==> src/rtl/core/dest_pkg.sv <==
// Package for the deadline event slot table: sizes, operation codes and result kinds.
package dest_pkg;

  // Table size and the widths that follow from it.
  localparam int NUM_SLOTS   = 16;
  localparam int MAX_RESULTS = 16;
  localparam int SLOT_W      = $clog2(NUM_SLOTS);
  localparam int CNT_W       = SLOT_W + 1;

  // Field widths of the words on both channels.
  localparam int DEC_W  = 16;
  localparam int TMO_W  = 16;
  localparam int SLOT_F = 4;
  localparam int TIME_W = 32;
  localparam int IN_W   = 40;
  localparam int OUT_W  = 24;

  // Operation codes of an input word.
  typedef enum logic [1:0] {
    OP_SCHEDULE = 2'd0,
    OP_UPDATE   = 2'd1,
    OP_QUERY    = 2'd2,
    OP_TICK     = 2'd3
  } op_t;

  // Kinds of a result word.
  typedef enum logic [1:0] {
    KIND_ALLOC = 2'd0,
    KIND_QUERY = 2'd1,
    KIND_FIRE  = 2'd2
  } kind_t;

  // Sequencer states, one-hot.
  typedef enum logic [3:0] {
    ST_IDLE  = 4'b0001,
    ST_QRD   = 4'b0010,
    ST_SCAN  = 4'b0100,
    ST_FLUSH = 4'b1000
  } state_t;

endpackage

==> src/rtl/core/deadline_event_slot_table_core.sv <==
// Deadline event slot table: slot memories, time counter, tick scanner and result register.
//
//  channel | direction | tvalid/tready | tdata (low bit up)                  | tuser  | tlast
//  s_      | in        | handshake     | decision_in, timeout, slot_in, pad  | opcode | -
//  m_      | out       | handshake     | slot_out, decision_out, pad         | kind   | last
//
// Schedule and update are handled in idle; a query reads the slot memory before its result is loaded.
// A tick passes through the accept in idle, then one slot read a cycle from the decision
// and deadline memories while the scanner is not stalled, the read wait, a drain and a flush step.
// Reset clears the time counter, ring pointer, armed bits and control; memories keep contents.
// A stalled result register stalls the scanner only when a second firing is waiting.
module deadline_event_slot_table_core
  import dest_pkg::*;
(
  input  logic             clk,
  input  logic             rst,
  input  logic             s_tvalid,
  output logic             s_tready,
  input  logic [IN_W-1:0]  s_tdata,   // decision_in[15:0], timeout[31:16], slot_in[35:32], zeros
  input  logic [1:0]       s_tuser,   // opcode[1:0]
  output logic             m_tvalid,
  input  logic             m_tready,
  output logic [OUT_W-1:0] m_tdata,   // slot_out[3:0], decision_out[19:4], zeros
  output logic [1:0]       m_tuser,   // kind[1:0]
  output logic             m_tlast
);

  // Input word fields.
  logic [DEC_W-1:0]  in_dec;
  logic [TMO_W-1:0]  in_tmo;
  logic [SLOT_F-1:0] in_slot;
  op_t               in_op;
  logic              in_acc;
  logic              slot_ok;

  assign in_dec  = s_tdata[15:0];
  assign in_tmo  = s_tdata[31:16];
  assign in_slot = s_tdata[35:32];
  assign in_op   = op_t'(s_tuser);
  assign in_acc  = s_tvalid && s_tready;
  assign slot_ok = (32'(in_slot) < NUM_SLOTS);

  // Control state.
  state_t              state, state_next;
  logic [TIME_W-1:0]   now_count;
  logic [SLOT_W-1:0]   next_slot;
  logic [NUM_SLOTS-1:0] armed;
  logic [CNT_W-1:0]    issue_cnt;
  logic                dv;
  logic [SLOT_W-1:0]   dv_idx;
  logic                pend_v;
  logic [SLOT_W-1:0]   pend_slot;
  logic [DEC_W-1:0]    pend_dec;
  logic                q_ok;
  logic [SLOT_F-1:0]   q_slot;

  // Result register.
  logic              out_valid;
  logic [1:0]        out_kind;
  logic [SLOT_F-1:0] out_slot;
  logic [DEC_W-1:0]  out_dec;
  logic              out_last;
  logic              out_free;
  logic              out_load;

  assign out_free = !out_valid || m_tready;

  // Slot memories with one registered read port each.
  logic [DEC_W-1:0]  dec_mem [NUM_SLOTS];
  logic [TIME_W-1:0] dl_mem  [NUM_SLOTS];
  logic [DEC_W-1:0]  rd_dec;
  logic [TIME_W-1:0] rd_dl;
  logic              rd_en;
  logic [SLOT_W-1:0] rd_addr;
  logic              dec_we;
  logic [SLOT_W-1:0] dec_waddr;
  logic              dl_we;

  // Scan compare: wrap-safe signed difference of now and deadline.
  logic [TIME_W-1:0] diff;
  logic              hit;
  logic              scan_adv;
  logic              issue_done;

  assign diff       = now_count - rd_dl;
  assign hit        = dv && armed[dv_idx] && (diff != '0) && !diff[TIME_W-1];
  assign scan_adv   = !(hit && pend_v && !out_free);
  assign issue_done = (issue_cnt == CNT_W'(NUM_SLOTS));

  // The result register takes a new word in this cycle.
  assign out_load = ((state == ST_IDLE) && in_acc && (in_op == OP_SCHEDULE)) ||
                    ((state == ST_QRD) && out_free) ||
                    ((state == ST_SCAN) && scan_adv && hit && pend_v) ||
                    ((state == ST_FLUSH) && pend_v && out_free);

  assign s_tready = (state == ST_IDLE) && out_free;

  // Memory port selection.
  always_comb begin
    rd_en     = 1'b0;
    rd_addr   = issue_cnt[SLOT_W-1:0];
    dec_we    = 1'b0;
    dec_waddr = next_slot;
    dl_we     = 1'b0;
    if (state == ST_IDLE && in_acc) begin
      case (in_op)
        OP_SCHEDULE: begin
          dec_we = 1'b1;
          dl_we  = 1'b1;
        end
        OP_UPDATE: begin
          dec_we    = slot_ok;
          dec_waddr = SLOT_W'(in_slot);
        end
        OP_QUERY: begin
          rd_en   = 1'b1;
          rd_addr = SLOT_W'(in_slot);
        end
        default: ;
      endcase
    end else if (state == ST_SCAN && scan_adv && !issue_done) begin
      rd_en = 1'b1;
    end
  end

  always_ff @(posedge clk) begin
    if (dec_we) dec_mem[dec_waddr] <= in_dec;
    if (dl_we) dl_mem[next_slot] <= now_count + TIME_W'(in_tmo);
    if (rd_en) begin
      rd_dec <= dec_mem[rd_addr];
      rd_dl  <= dl_mem[rd_addr];
    end
  end

  // Next-state logic of the sequencer.
  always_comb begin
    state_next = state;
    case (state)
      ST_IDLE: begin
        if (in_acc && in_op == OP_QUERY) state_next = ST_QRD;
        else if (in_acc && in_op == OP_TICK) state_next = ST_SCAN;
      end
      ST_QRD: begin
        if (out_free) state_next = ST_IDLE;
      end
      ST_SCAN: begin
        if (issue_done && !dv) state_next = ST_FLUSH;
      end
      ST_FLUSH: begin
        if (!pend_v || out_free) state_next = ST_IDLE;
      end
      default: state_next = ST_IDLE;
    endcase
  end

  // Control registers, scanner and result register.
  always_ff @(posedge clk) begin
    if (rst) begin
      state     <= ST_IDLE;
      now_count <= '0;
      next_slot <= '0;
      armed     <= '0;
      issue_cnt <= '0;
      dv        <= 1'b0;
      pend_v    <= 1'b0;
      out_valid <= 1'b0;
    end else begin
      state <= state_next;
      if (out_valid && m_tready && !out_load) out_valid <= 1'b0;
      case (state)
        ST_IDLE: begin
          if (in_acc) begin
            q_ok   <= slot_ok;
            q_slot <= in_slot;
            case (in_op)
              OP_SCHEDULE: begin
                armed[next_slot] <= 1'b1;
                next_slot <= (32'(next_slot) == NUM_SLOTS - 1) ? '0 : next_slot + 1'b1;
                out_valid <= 1'b1;
                out_kind  <= KIND_ALLOC;
                out_slot  <= SLOT_F'(next_slot);
                out_dec   <= '0;
                out_last  <= 1'b1;
              end
              OP_TICK: begin
                now_count <= now_count + 1'b1;
                issue_cnt <= '0;
                dv        <= 1'b0;
                pend_v    <= 1'b0;
              end
              default: ;
            endcase
          end
        end
        ST_QRD: begin
          if (out_free) begin
            out_valid <= 1'b1;
            out_kind  <= KIND_QUERY;
            out_slot  <= q_slot;
            out_dec   <= q_ok ? rd_dec : '0;
            out_last  <= 1'b1;
          end
        end
        ST_SCAN: begin
          if (scan_adv) begin
            // Issue the next read, or let the pipeline drain.
            if (!issue_done) begin
              dv        <= 1'b1;
              dv_idx    <= issue_cnt[SLOT_W-1:0];
              issue_cnt <= issue_cnt + 1'b1;
            end else begin
              dv <= 1'b0;
            end
            // A new firing pushes the held one out; only the final one gets last.
            if (hit) begin
              armed[dv_idx] <= 1'b0;
              pend_v    <= 1'b1;
              pend_slot <= dv_idx;
              pend_dec  <= rd_dec;
              if (pend_v) begin
                out_valid <= 1'b1;
                out_kind  <= KIND_FIRE;
                out_slot  <= SLOT_F'(pend_slot);
                out_dec   <= pend_dec;
                out_last  <= 1'b0;
              end
            end
          end
        end
        ST_FLUSH: begin
          if (pend_v && out_free) begin
            pend_v    <= 1'b0;
            out_valid <= 1'b1;
            out_kind  <= KIND_FIRE;
            out_slot  <= SLOT_F'(pend_slot);
            out_dec   <= pend_dec;
            out_last  <= 1'b1;
          end
        end
        default: ;
      endcase
    end
  end

  assign m_tvalid = out_valid;
  assign m_tdata  = {4'b0000, out_dec, out_slot};
  assign m_tuser  = out_kind;
  assign m_tlast  = out_last;

`ifndef NO_ASSERTIONS
  // The sequencer stays one-hot.
  a_state_onehot: assert property (@(posedge clk) disable iff (rst) $onehot(state))
    else $error("sequencer state is not one-hot");

  // Input is taken only while the sequencer is idle.
  a_ready_idle: assert property (@(posedge clk) disable iff (rst)
    s_tready |-> (state == ST_IDLE))
    else $error("input accepted outside idle");

  // A tick advances time by exactly one.
  a_tick_time: assert property (@(posedge clk) disable iff (rst)
    (in_acc && in_op == OP_TICK) |=> (now_count == $past(now_count) + 1'b1))
    else $error("tick did not advance time by one");

  // A schedule shows its allocation result in the next cycle.
  a_sched_out: assert property (@(posedge clk) disable iff (rst)
    (in_acc && in_op == OP_SCHEDULE) |=>
      (out_valid && out_kind == KIND_ALLOC && out_last))
    else $error("schedule result missing");

  // A slot that fires is disarmed.
  a_fire_disarm: assert property (@(posedge clk) disable iff (rst)
    (state == ST_SCAN && scan_adv && hit) |=> !armed[$past(dv_idx)])
    else $error("fired slot still armed");
`endif

endmodule

==> config.mk <==
export PLATFORM = sky130hd
export DESIGN_NAME = deadline_event_slot_table_core
export DESIGN_NICKNAME = d
export VERILOG_FILES = /design/src/rtl/core/dest_pkg.sv /design/src/rtl/core/deadline_event_slot_table_core.sv
export SDC_FILE = /design/constraint.sdc
export NUM_CORES = 1
export LEC_CHECK = 0
export BUFFER_PORTS_ARGS = -buffer_cell sky130_fd_sc_hd__buf_2
export CORE_UTILIZATION = 60
export DETAILED_ROUTE_END_ITERATION = 8
export HOLD_SLACK_MARGIN = 0.03
export MAX_ROUTING_LAYER = met4
export PLACE_DENSITY = 0.73
export SLEW_MARGIN = 0
export SYNTH_ARGS = -nofsm -noshare
export SYNTH_HDL_FRONTEND = slang
export SYNTH_SLANG_ARGS = --single-unit
==> constraint.sdc <==
create_clock -name clk -period 11.89 [get_ports clk]
set_input_delay 2.378 -clock clk [delete_from_list [all_inputs] [get_ports clk]]
set_output_delay 2.378 -clock clk [all_outputs]
set_load 0.01 [all_outputs]
==> results of run 1 <==
-- worst max-delay path, stage by stage --
cell	delay, ns
buf_2	0.08
nand2b_1	0.18
nand2_1	0.12
nor2_1	0.16
nand2_1	0.16
nor2_2	0.56
mux2i_4	0.92
buf_12	0.58
buf_4	0.54
mux4_2	0.56
and2_0	0.16
a211oi_1	0.27
a31oi_1	0.09
-- through the flow --
step / instances / hold slack, ns / power (uW)
floorplan: 2373 / 0.424 / 3810
detailed placement: 3224 / 0.458 / 3890
finish: 3398 / 0.466 / 6940
CTS: 3398 / 0.467 / 6960
global route: 3398 / 0.485 / 7100
global placement: 3224 / 0.443 / 3880
-- cells by family after synthesis --
logic type | share of synthesized area [%]
buffers and inverters | 1.86
AND/OR/NAND/NOR | 6.89
AO/OA/AOI/OAI | 6.41
flip-flops | 69.8
XOR/XNOR | 1.43
multiplexers | 11.7
other | 0.00959
adder cells (fa/ha/maj) | 1.83
-- flip-flops by register name, summed over array words and instances, names as in the netlist, 2 cells and up --
name / cells
dv_idx: 4
armed: 16
dec_mem: 256
dl_mem: 512
pend_dec: 16
q_slot: 4
rd_dec: 16
now_count: 32
next_slot: 4
out_slot: 4
out_dec: 16
m_tuser: 2
state: 4
issue_cnt: 5
pend_slot: 4
rd_dl: 32
-- synth_stat cells (49+ instances only) --
master	number
a211oi_1	63
clkbuf_1	73
mux4_2	197
ha_1	54
nor2_1	146
dfxtp_1	64
and2_1	49
edfxtp_1	867
nand2_1	210
a21oi_1	70
inv_1	59
a31oi_1	53
-- area by class of cell --
class                           count  area, um^2  share of cell area, %
Tap cell                          855        1070                   2.44
Inverter                           60         225                  0.513
Sequential cell                   931       27300                   62.2
Clock buffer                      117        2510                   5.72
Multi-Input combinational cell   1263       11300                   25.7
Timing Repair Buffer              115         736                   1.68
Clock inverter                     57         756                   1.72
-- layer usage --
metal	track usage, %	part of all wire [%]	vias to the layer above
met4	7.58	2.0	0
li1	-	-	9586
met5	-	0	-
met2	44.8	49	938
met3	3.99	7.4	157
met1	41.2	42	11500
-- final timing paths --
check	slack (ns)	startpoint	to	depth (start not counted)
min	0.47	armed[1]	armed[1]	2
max	5.41	m_tready	rd_dec[10]	13
max reg2reg	6.38	now_count[0]	rd_dl[18]	15
min reg2reg	0.47	armed[1]	armed[1]	2
-- power groups by stage --
stage | clock (uW) | combinational [uW] | sequential, uW
2_1_floorplan | 0 | 145 | 3670
3_3_place_gp | 0 | 214 | 3670
3_5_place_dp | 0 | 221 | 3670
4_1_cts | 3140 | 223 | 3600
5_1_grt | 3260 | 242 | 3600
6_report | 3110 | 222 | 3600
==> metrics.txt, run 1 <==
Global Route Usage Sum 29.0%; worst min-delay path class flop to flop; Required @ worst endpoint 12.23 ns; number of flops mapped to enable cells by yosys 867; CTS tree yes; post-DR wirelength/cell 26.9 um; most frequent cells in the layout 867 x edfxtp_1, 210 x nand2_1, 197 x mux4_2; CTS root buf clkbuf_16; Fmax achieved 154 MHz; Syn Std Cell Area 39100 um^2; count of final setup violators 0; initial DRC count 2223; leading post-synthesis cells by cell area edfxtp_1 67%, mux4_2 11%, dfxtp_1 3.3%, nand2_1 2.0%, ha_1 1.7%; Post-CTS Repair Setup Buffers 0; initial antenna violation count 0; ANT cells 0; Core Footprint 64500 um^2; dpl cell area 40600 um^2; post-route setup slack 5.41 ns; port bufs 66; Main synth FF type edfxtp_1; Nets 2568; Die Ht 257 um; first-pass GRT wire length 138000 um; GP Congestion 0.918; CTS Buffer Depth 3; Switching Power 1410 uW; Gate power share 3.2%; number of global-route vias before repair 22.3k; total number of vias 22.2k; Site Rows 93; Worst Tran Pin Value 1.37 ns; Worst EP arrival 6.82 ns; Seq cells post-synth 931; Die ar. 66200 um^2; sequential area share after synthesis 69.8%; CTS HTree Levels 3; fin util 68.1%; grt total ovfl 0; post-synthesis cell type count 85; proportion of layout cells with a drive suffix above 1 19.9%; Hold Vio Cnt, Final 0; Layout area overhead 12.2%; Critical Path End Type flop; Rel. slew slack 8.45%; Clock Latency Late Sink 0.65 ns; top cell type's share of synthesized area 66.6%; VDD IR-drop max 0.186 mV; RSZ-0062 raised after global routing false; # fillers 4230; clock skew 0.0191 ns; Die W 257 um; Ys Warns 0; Clock transition at path regs 0.06 ns; Resized Gates After CTS 0; average size of a mapped cell 16.5 um^2; Switching Share 20.3%; DP HPWL 50600 um; total CTS buffers 95; crit-path max FO 84; Via density 6.52; Final Max Slew Viols 0; Setup WS pre-CTS 4.69 ns; Pre-Repair DR Iteration Count 7; P_int 5530 uW; clk sink count 931; critical path launch point type input pin; leakage 0.0149 uW; Mapped Cells 2370; dominant cell type by area after synthesis edfxtp_1; min cycle time layout 6.48 ns; Starting Density 60.7%; Final Cell Area 43900 um^2; fin crit share 54.5%; Post-CTS Hold Fix Bufs 0; DRC viols 0; post-route ant nets 0; commonest non-fill, non-tap cell in the layout edfxtp_1; final WL 91300 um; critical path type input pin to flop; Clk pwr share 44.9%; I/O pins 75; outcome completed; ys async rst share 0%; largest net degree at the start of global routing 135; setup_tns 0 ns; max_cap viols 0; PD cells 158 nW/um^2; Seq pwr share 51.9%
Power figures use the tool's default switching activity.
==> run 2: changes to the inputs <==
--- a/config.mk
+++ b/config.mk
@@ -6,11 +6,11 @@
 export NUM_CORES = 1
 export LEC_CHECK = 0
 export BUFFER_PORTS_ARGS = -buffer_cell sky130_fd_sc_hd__buf_2
-export CORE_UTILIZATION = 60
+export CORE_UTILIZATION = 57
 export DETAILED_ROUTE_END_ITERATION = 8
 export HOLD_SLACK_MARGIN = 0.03
 export MAX_ROUTING_LAYER = met4
-export PLACE_DENSITY = 0.73
+export PLACE_DENSITY = 0.72
 export SLEW_MARGIN = 0
 export SYNTH_ARGS = -nofsm -noshare
 export SYNTH_HDL_FRONTEND = slang
==> constraint.sdc (replaced) <==
create_clock -name clk -period 5.5 [get_ports clk]
set_input_delay 1.1 -clock clk [delete_from_list [all_inputs] [get_ports clk]]
set_output_delay 1.1 -clock clk [all_outputs]
set_load 0.01 [all_outputs]
==> run 2 against run 1 <==
  * Final cell count up 1.6%
  * Register-to-register slack worse by 5.9 ns
  * Largest cell class unchanged
  * Routed wire length down 2.9%
  * Largest power group unchanged
  * Clock skew up 0.0015 ns
  * Setup slack worse by 4.9 ns
  * Total power up 110%
  * First-iteration DRC count up 19%
  * Clock power up 100%
  * Die area up 5.2%
  * Global-route usage down 2.3 points
==> metrics.txt, run 2 (synthesized netlist as in run 1, its figures left out) <==
Regs by FF count dl_mem: 512 flops, dec_mem: 256 flops; grt total ovfl 0; outcome completed; initial antenna violation count 2; port bufs 66; clk sink count 931; Switching Power 2990 uW; Resized Gates After CTS 0; Nets 2603; Die W 264 um; min cycle time layout 5.00 ns; fin crit share 91.0%; Largest register FFs 512; Fmax achieved 200 MHz; commonest non-fill, non-tap cell in the layout edfxtp_1; proportion of layout cells with a drive suffix above 1 20.7%; leakage 0.0150 uW; final WL 88700 um; post-DR wirelength/cell 25.7 um; worst min-delay path class flop to flop; total number of vias 22.1k; Die Ht 264 um; CTS Buffer Depth 3; Starting Density 57.9%; Clock Latency Late Sink 0.66 ns; clock skew 0.0205 ns; Layout area overhead 12.7%; met3 wire length 7220 um; max_cap viols 0; most frequent cells in the layout 867 x edfxtp_1, 210 x nand2_1, 197 x mux4_2; Core Footprint 67500 um^2; Post-CTS Hold Fix Bufs 0; Gate power share 3.5%; top sig layer met4; critical path launch point type flop; CTS tree yes; total CTS buffers 94; Final Max Slew Viols 0; Site Rows 95; Critical Path End Type flop; I/O pins 75; CTS root buf clkbuf_16; Switching Share 20.4%; number of global-route vias before repair 22.3k; DRC viols 0; Global Route Usage Sum 26.7%; Non-Filler Instances 3453; count of final setup violators 0; Die ar. 69700 um^2; post-route ant nets 0; CTS HTree Levels 3; crit-path max FO 32; Worst Tran Pin Value 1.16 ns; critical path type flop to flop; Biggest register dl_mem; Hold Vio Cnt, Final 0; Rel. slew slack 21.9%; largest net degree at the start of global routing 64; VDD IR-drop max 0.284 mV; first-pass GRT wire length 135000 um; DP HPWL 53100 um; Pre-Repair DR Iteration Count 5; M1 WL 37700 um; setup_tns 0 ns; DR WL met2 41500 um; GP Congestion 0.905; P_int 11600 uW; Post-CTS Repair Setup Buffers 0; Seq pwr share 53.2%; initial DRC count 2646; placed insts 3278; Worst EP arrival 5.34 ns; PD cells 331 nW/um^2; Via density 6.39; Clock transition at path regs 0.06 ns; Required @ worst endpoint 5.84 ns; RSZ-0062 raised after global routing false; Clk pwr share 43.3%; fin util 65.3%
[run 2: power groups by stage]
stage | Combinational (uW) | Clock [uW] | Sequential (uW)
CTS | 507 | 6400 | 7780
finish | 506 | 6330 | 7780
global route | 548 | 6680 | 7780
detailed placement | 503 | 0 | 7930
global placement | 491 | 0 | 7920
floorplan | 314 | 0 | 7920
[run 2: final timing paths]
kind / start / end / slack, ns / depth (start not counted)
worst max-delay path: now_count[0] / rd_dl[12] / 0.50 / 15
worst min-delay path: rd_dec[14] / pend_dec[14] / 0.46 / 0
worst max register to register: now_count[0] / rd_dl[12] / 0.50 / 15
worst min register to register: rd_dec[14] / pend_dec[14] / 0.46 / 0
[run 2: routing by layer]
layer | vias up | GRT usage, %
met5 | - | -
met4 | 0 | 7.50
met3 | 187 | 4.92
met2 | 941 | 40.2
met1 | 11300 | 37.8
li1 | 9655 | -
[run 2: per-stage QoR]
step                hold slack (ns)  total power, uW  cell area, um^2  setup WS (ns)
finish                        0.458            14600            44100          0.497
CTS                           0.453            14700            44100          0.570
floorplan                     0.424             8240            39100          0.173
global placement              0.439             8420            41000          0.370
global route                  0.471            15000            44100          0.247
detailed placement            0.441             8430            41000          0.274
[run 2: cell type report]
cell class                 count  area [um^2]
fill                        4590        23400
inverter                      60          225
sequential                   931        27300
antenna                        1         2.50
tap                          873         1090
clock buffer                 126         2530
clock inverter                48          531
multi-input combinational   1263        11300
timing repair buffer         151         1110
[run 2: worst max-delay path: stages (launching register included)]
cell       delay, ns
dfxtp_1         0.44
inv_1           0.07
ha_1            0.23
fa_1            0.39
nand2b_1        0.19
a211o_4         0.39
a2111oi_4       0.39
o21a_1          0.27
mux2i_1         0.19
o21ai_0         0.16
nor4_2          0.35
nand4_2         0.36
a41oi_2         0.43
nand2_2         0.19
o21ai_4         0.27
buf_12          0.32
